File: config.mk
export PLATFORM = sky130hd
export DESIGN_NAME = oramc_ctrl
export DESIGN_NICKNAME = d
export VERILOG_FILES = /design/src/oramc_pkg.sv /design/src/oramc_ctrl.sv
export SDC_FILE = /design/constraint.sdc
export NUM_CORES = 1
export LEC_CHECK = 0
export BUFFER_PORTS_ARGS = -buffer_cell sky130_fd_sc_hd__buf_2
export CORE_MARGIN = 8
export CORE_UTILIZATION = 51
export DETAILED_ROUTE_END_ITERATION = 10
export GPL_TIMING_DRIVEN = 0
export PLACE_DENSITY = 0.78
export SLEW_MARGIN = 10
export SYNTH_ARGS = -nofsm -noshare
export SYNTH_HDL_FRONTEND = slang
export SYNTH_SLANG_ARGS = --single-unit
File: constraint.sdc
create_clock -name clk -period 2.12 [get_ports clk]
set_input_delay 0.106 -clock clk [delete_from_list [all_inputs] [get_ports clk]]
set_output_delay 0.106 -clock clk [all_outputs]
set_load 0.01 [all_outputs]
File: src/oramc_pkg.sv
`default_nettype none
// ----------------------------------------------------------------------------
// oramc_pkg
// Shared constants, command codes and control structs of the oblivious
// storage controller.
// ----------------------------------------------------------------------------
package oramc_pkg;

	// default sizes of the tree, stash and block space
	localparam int LEAVES_DEF      = 8;
	localparam int SLOTS_DEF       = 7;
	localparam int STASH_DEF       = 64;
	localparam int NUM_BLOCKS_DEF  = 64;
	localparam int DATA_WIDTH_DEF  = 32;

	// fixed widths of the channel fields
	localparam int ID_IN_W   = 6;
	localparam int LEAF_IN_W = 3;
	localparam int DATA_IO_W = 32;
	localparam int CFG_W     = 8;

	// number of input codes reduced by the id and leaf tables
	localparam int ID_CODES   = 1 << ID_IN_W;
	localparam int LEAF_CODES = 1 << LEAF_IN_W;

	// reset value of the eviction interval
	localparam logic [CFG_W-1:0] INTERVAL_RST = CFG_W'(1);

	// datapath operations issued by the controller
	typedef enum logic [4:0] {
		OP_NONE     = 5'd0,
		OP_ACCEPT   = 5'd1,
		OP_MAP      = 5'd2,
		OP_PATH     = 5'd3,
		OP_FETCH_RD = 5'd4,
		OP_FETCH_WR = 5'd5,
		OP_FIND_RD  = 5'd6,
		OP_FIND_CMP = 5'd7,
		OP_HIT      = 5'd8,
		OP_MISS     = 5'd9,
		OP_EVCHK    = 5'd10,
		OP_LVL_INIT = 5'd11,
		OP_EV_RD    = 5'd12,
		OP_MEET_INIT = 5'd13,
		OP_MEET     = 5'd14,
		OP_PLACE    = 5'd15,
		OP_SH_RD    = 5'd16,
		OP_SH_WR    = 5'd17,
		OP_CP_RD    = 5'd18,
		OP_CP_WR    = 5'd19,
		OP_LVL_END  = 5'd20,
		OP_DONE     = 5'd21
	} op_t;

	typedef struct packed {
		op_t  op;
		logic in_ready;
	} cmd_t;

	typedef struct packed {
		logic act;
		logic map_vld;
		logic map_was;
		logic path_last;
		logic fetch_last;
		logic find_none;
		logic hit;
		logic ev_due;
		logic scan_end;
		logic meet_eq;
		logic sh_end;
		logic cp_end;
		logic lvl_last;
		logic out_free;
	} sts_t;

endpackage
`default_nettype wire

File: src/oramc_ctrl.sv
`default_nettype none
// ----------------------------------------------------------------------------
// oramc_ctrl
// Sequencer of one access: map lookup, path fetch, stash search, update and
// periodic path eviction, one datapath op per cycle unless the output stalls.
// ----------------------------------------------------------------------------
module oramc_ctrl import oramc_pkg::*; (
	input  wire  clk,
	input  wire  arst_n,
	input  wire  req_valid,
	input  sts_t sts,
	output cmd_t cmd
);

	typedef enum logic [18:0] {
		S_IDLE      = 19'h00001,
		S_MAP       = 19'h00002,
		S_PATH      = 19'h00004,
		S_FETCH_RD  = 19'h00008,
		S_FETCH_WR  = 19'h00010,
		S_FIND_RD   = 19'h00020,
		S_FIND_CMP  = 19'h00040,
		S_HIT       = 19'h00080,
		S_MISS      = 19'h00100,
		S_EVCHK     = 19'h00200,
		S_LVL       = 19'h00400,
		S_EV_RD     = 19'h00800,
		S_MEET_INIT = 19'h01000,
		S_MEET      = 19'h02000,
		S_PLACE     = 19'h04000,
		S_SH        = 19'h08000,
		S_CP        = 19'h10000,
		S_LVL_END   = 19'h20000,
		S_DONE      = 19'h40000
	} state_t;

	state_t state_q, state_d;
	logic   evict_q, evict_d;
	logic   wr_phase_q, wr_phase_d;

	// next state and operation
	always_comb begin
		state_d    = state_q;
		evict_d    = evict_q;
		wr_phase_d = wr_phase_q;
		cmd.op     = OP_NONE;
		cmd.in_ready = 1'b0;
		case (state_q)
			S_IDLE: begin
				cmd.in_ready = 1'b1;
				if (req_valid) begin
					cmd.op  = OP_ACCEPT;
					state_d = S_MAP;
				end
			end
			S_MAP: begin
				cmd.op  = OP_MAP;
				evict_d = 1'b0;
				if (!sts.act && !sts.map_vld) begin
					state_d = S_EVCHK;
				end else begin
					state_d = S_PATH;
				end
			end
			S_PATH: begin
				cmd.op = OP_PATH;
				if (sts.path_last) begin
					state_d = S_FETCH_RD;
				end
			end
			S_FETCH_RD: begin
				cmd.op  = OP_FETCH_RD;
				state_d = S_FETCH_WR;
			end
			S_FETCH_WR: begin
				cmd.op = OP_FETCH_WR;
				if (!sts.fetch_last) begin
					state_d = S_FETCH_RD;
				end else if (evict_q) begin
					state_d = S_LVL;
				end else if (sts.act && !sts.map_was) begin
					state_d = S_MISS;
				end else begin
					state_d = S_FIND_RD;
				end
			end
			S_FIND_RD: begin
				cmd.op  = OP_FIND_RD;
				state_d = sts.find_none ? S_MISS : S_FIND_CMP;
			end
			S_FIND_CMP: begin
				cmd.op  = OP_FIND_CMP;
				state_d = sts.hit ? S_HIT : S_FIND_RD;
			end
			S_HIT: begin
				cmd.op  = OP_HIT;
				state_d = S_EVCHK;
			end
			S_MISS: begin
				cmd.op  = OP_MISS;
				state_d = S_EVCHK;
			end
			S_EVCHK: begin
				cmd.op = OP_EVCHK;
				if (sts.ev_due) begin
					evict_d = 1'b1;
					state_d = S_PATH;
				end else begin
					state_d = S_DONE;
				end
			end
			S_LVL: begin
				cmd.op  = OP_LVL_INIT;
				state_d = S_EV_RD;
			end
			S_EV_RD: begin
				cmd.op     = OP_EV_RD;
				wr_phase_d = 1'b0;
				state_d    = sts.scan_end ? S_SH : S_MEET_INIT;
			end
			S_MEET_INIT: begin
				cmd.op  = OP_MEET_INIT;
				state_d = S_MEET;
			end
			S_MEET: begin
				cmd.op = OP_MEET;
				if (sts.meet_eq) begin
					state_d = S_PLACE;
				end
			end
			S_PLACE: begin
				cmd.op  = OP_PLACE;
				state_d = S_EV_RD;
			end
			// shift the unexamined prefix up, read and write in turn
			S_SH: begin
				if (wr_phase_q) begin
					cmd.op     = OP_SH_WR;
					wr_phase_d = 1'b0;
				end else begin
					cmd.op = OP_SH_RD;
					if (sts.sh_end) begin
						state_d = S_CP;
					end else begin
						wr_phase_d = 1'b1;
					end
				end
			end
			// copy the kept blocks to the front
			S_CP: begin
				if (wr_phase_q) begin
					cmd.op     = OP_CP_WR;
					wr_phase_d = 1'b0;
				end else begin
					cmd.op = OP_CP_RD;
					if (sts.cp_end) begin
						state_d = S_LVL_END;
					end else begin
						wr_phase_d = 1'b1;
					end
				end
			end
			S_LVL_END: begin
				cmd.op  = OP_LVL_END;
				state_d = sts.lvl_last ? S_DONE : S_LVL;
			end
			S_DONE: begin
				if (sts.out_free) begin
					cmd.op  = OP_DONE;
					state_d = S_IDLE;
				end
			end
			default: begin
				state_d = S_IDLE;
			end
		endcase
	end

	// state registers
	always_ff @(posedge clk or negedge arst_n) begin
		if (!arst_n) begin
			state_q    <= S_IDLE;
			evict_q    <= 1'b0;
			wr_phase_q <= 1'b0;
		end else begin
			state_q    <= state_d;
			evict_q    <= evict_d;
			wr_phase_q <= wr_phase_d;
		end
	end

endmodule
`default_nettype wire

==> run summary <==
Buffers & Inverters on Critical Path = 2
buffers from clock root to sink, at most = 2
First-pass DRT Iterations = 7
final hold violation count = 0
Final Skew = 3.49 ps
critical path's top delay family = simple AND/OR/NAND/NOR gates
remaining number of nets flagged by the antenna check after routing = 0
routed wire length per instance = 20.4 um
distinct cell type count after synthesis = 56
critical path launch point type = flop
clock network latency to the later pin of the worst-skew pair = 310 ps
die height = 71.1 um
number of storage elements in the synthesis netlist = 21
wire length of the first global-routing pass = 7.91 mm
setup repair after global routing missed its margin = yes
Remaining Overflow, GRT = 0
Tightest Pin Transition = 613 ps
antenna violations before repair = 0
total clock buffers created by CTS = 3
Max Slew Vio Count = 0
sort of element at the end of the critical path = output port
dpl ws = -282 ps
Max stage delay cell, worst path = dfrtp_2
area growth from synthesis to layout = 41.6%
All-Layer GR Usage = 0.193
Post-DP HPWL = 3.17 mm
# DRC = 0
total leakage power = 0.979 nW
vias post-DR = 1,670
mapped cell area = 0.00155 mm^2
proportion of synthesized chip area in sequential cells = 0.340
clock tree from TritonCTS = built
Post-synth EDFFs = 0
H-Tree Level Count = 1
drt via density = 6.68
power density relative to cell area = 986 mW/mm^2
post-route setup TNS = -2320 ps
CTS Root Cell = clkbuf_4
Post-Route Utilization = 0.736
failing checks = negative setup slack
Placeable Area = 0.00298 mm^2
number of I/O pins = 23
Power Total = 2.16 mW
class of the tightest hold or removal check = in2reg
Clock Sinks = 21
maximum number of pins on one net before global-route repair = 22
post-route standard cell area excluding fillers = 0.00219 mm^2
Mapped Cells = 160
area of placed instances = 0.00170 mm^2
overall die area = 0.00505 mm^2
register clock-pin slew on the reported worst setup and hold paths = 130 ps
cell chain of the critical path = nor4_4 > buf_4 > nand4_4 > or3_4 > nor3b_4 > a41oi_1 > nand2b_1 > buf_2
Syn Area/Cell = 9.67 um^2
vias in the first global route = 1,670
die width = 71.1 um
largest fanout on the critical path = 3
final critical-path required period = 2520 ps
status = finished, violations left
fin nets = 235
crit path DAT = 2410 ps
share of the cycle needed by the critical path after routing = 1.19
flip-flop cell with the highest count after synthesis = dfrtp_1
peak ir drop on the vdd network = 591 uV
share of synthesized flip-flops with an asynchronous set or reset = 1.00
max-capacitance violation count = 0
slack of the critical path = -400 ps
global placement routability congestion = 0.923
number of buffer cells added on primary ports = 22
Syn. warnings = 0
relative slew slack = 0.588
final wirelength = 5.09 mm
highest achievable clock rate = 397 MHz
number of nets in the synthesized netlist = 177
most common cell after layout, fill and taps aside = buf_4
layout cell share with drive strength beyond 1 = 0.493
CP required = 2010 ps
violation count after the first detailed-routing iteration = 120
number of endpoints failing setup at the final stage = 11
number of cell rows = 20
initial core utilization = 0.520
diode count = 0
most used cells in the layout excluding fill and tap cells = 28 x buf_4, 22 x buf_2, 12 x dfrtp_1
Crit Path Class = reg2out
Largest stage delay, worst path = 460 ps
## cell type report
cell class,count,area [um^2]
sequential,21,537
buffer,2,18.8
fill,197,787
inverter,4,15.0
clock buffer,3,22.5
timing repair buffer,57,407
tap,33,41.3
multi-input combinational,129,1140
clock inverter,1,5.00
## metal layers
layer | vias to the layer above | track usage | wire (um)
li1 | 731 | - | -
met1 | 796 | 0.217 | 1880
met2 | 114 | 0.343 | 2530
met3 | 29 | 0.0395 | 433
met4 | 0 | 0.0808 | 255
met5 | - | 0 | 0
## synthesized netlist by cell type (3+ instances only)
master / number / area, um^2
dfrtp_1: 20 / 500
nor2_1: 12 / 45.0
nor3_1: 12 / 60.1
nand2_1: 9 / 33.8
nor4_1: 7 / 43.8
nor3b_1: 5 / 37.5
inv_1: 4 / 15.0
nand2b_1: 4 / 25.0
nand3_1: 4 / 20.0
nor4_4: 4 / 85.1
o21ai_0: 4 / 20.0
or2_2: 4 / 25.0
a21oi_1: 3 / 15.0
a22o_1: 3 / 26.3
and2_1: 3 / 18.8
and3b_1: 3 / 26.3
buf_2: 3 / 15.0
nand3b_1: 3 / 22.5
nand4_2: 3 / 37.5
nor2b_1: 3 / 18.8
xnor2_1: 3 / 26.3
## through the flow
stage,std cells,hold WS (ps)
floorplan,160,-190
global placement,215,91.0
detailed placement,215,97.3
CTS,243,16.9
global route,250,20.1
finish,250,10.5
## cells by family (layout without fill, tap and decap cells)
logic type / count (synthesis) / count (layout) / synth area share
AO/OA/AOI/OAI: 27 / 27 / 0.135
XOR/XNOR: 5 / 5 / 0.0283
flip-flops: 21 / 21 / 0.340
AND/OR/NAND/NOR: 95 / 95 / 0.446
buffers and inverters: 10 / 67 / 0.0339
multiplexers: 2 / 2 / 0.0162
## worst reg2reg max path: stages (launching register included)
cell and delay (ps):
dfrtp_2 460, nor4_4 290, buf_4 190, buf_12 110
nand4_4 120, nor4_1 560, nor4_4 110, nand2_2 160
mux2_4 310
## power breakdown
group	switching [mW]	leakage [nW]	internal, mW	total [mW]
registers	0.0451	0.275	0.453	0.498
clock network	0.134	0.0177	0.0704	0.204
logic	0.768	0.686	0.690	1.46
## flip-flops by register name (all words and copies together), names as in the netlist
name        count
evict_q         1
state_q        19
wr_phase_q      1
## timing repair
| action | in CTS | in global routing |
|---|---|---|
| gates resized for setup | 28 | 11 |
| pin swaps | 13 | 13 |
| setup buffers | 24 | 7 |
| setup endpoints to repair | 11 | 15 |
| hold buffers | 4 | 0 |
| endpoints found under the hold margin | 23 | 0 |
## path summary, 6_finish.rpt
kind                            cells past startpoint       start          end  slack (ps)
max in group asynchronous                           2      arst_n   state_q[8]        1480
worst max register to register                      8  state_q[1]  state_q[16]        -290
worst min register to register                      1  wr_phase_q  state_q[17]         500
min in group asynchronous                           2      arst_n  state_q[17]         270
worst min-delay path                                2      sts[6]  state_q[18]          10
worst max-delay path                                8  state_q[1]       cmd[4]        -400
No activity file was read; power rests on OpenSTA's default activity.
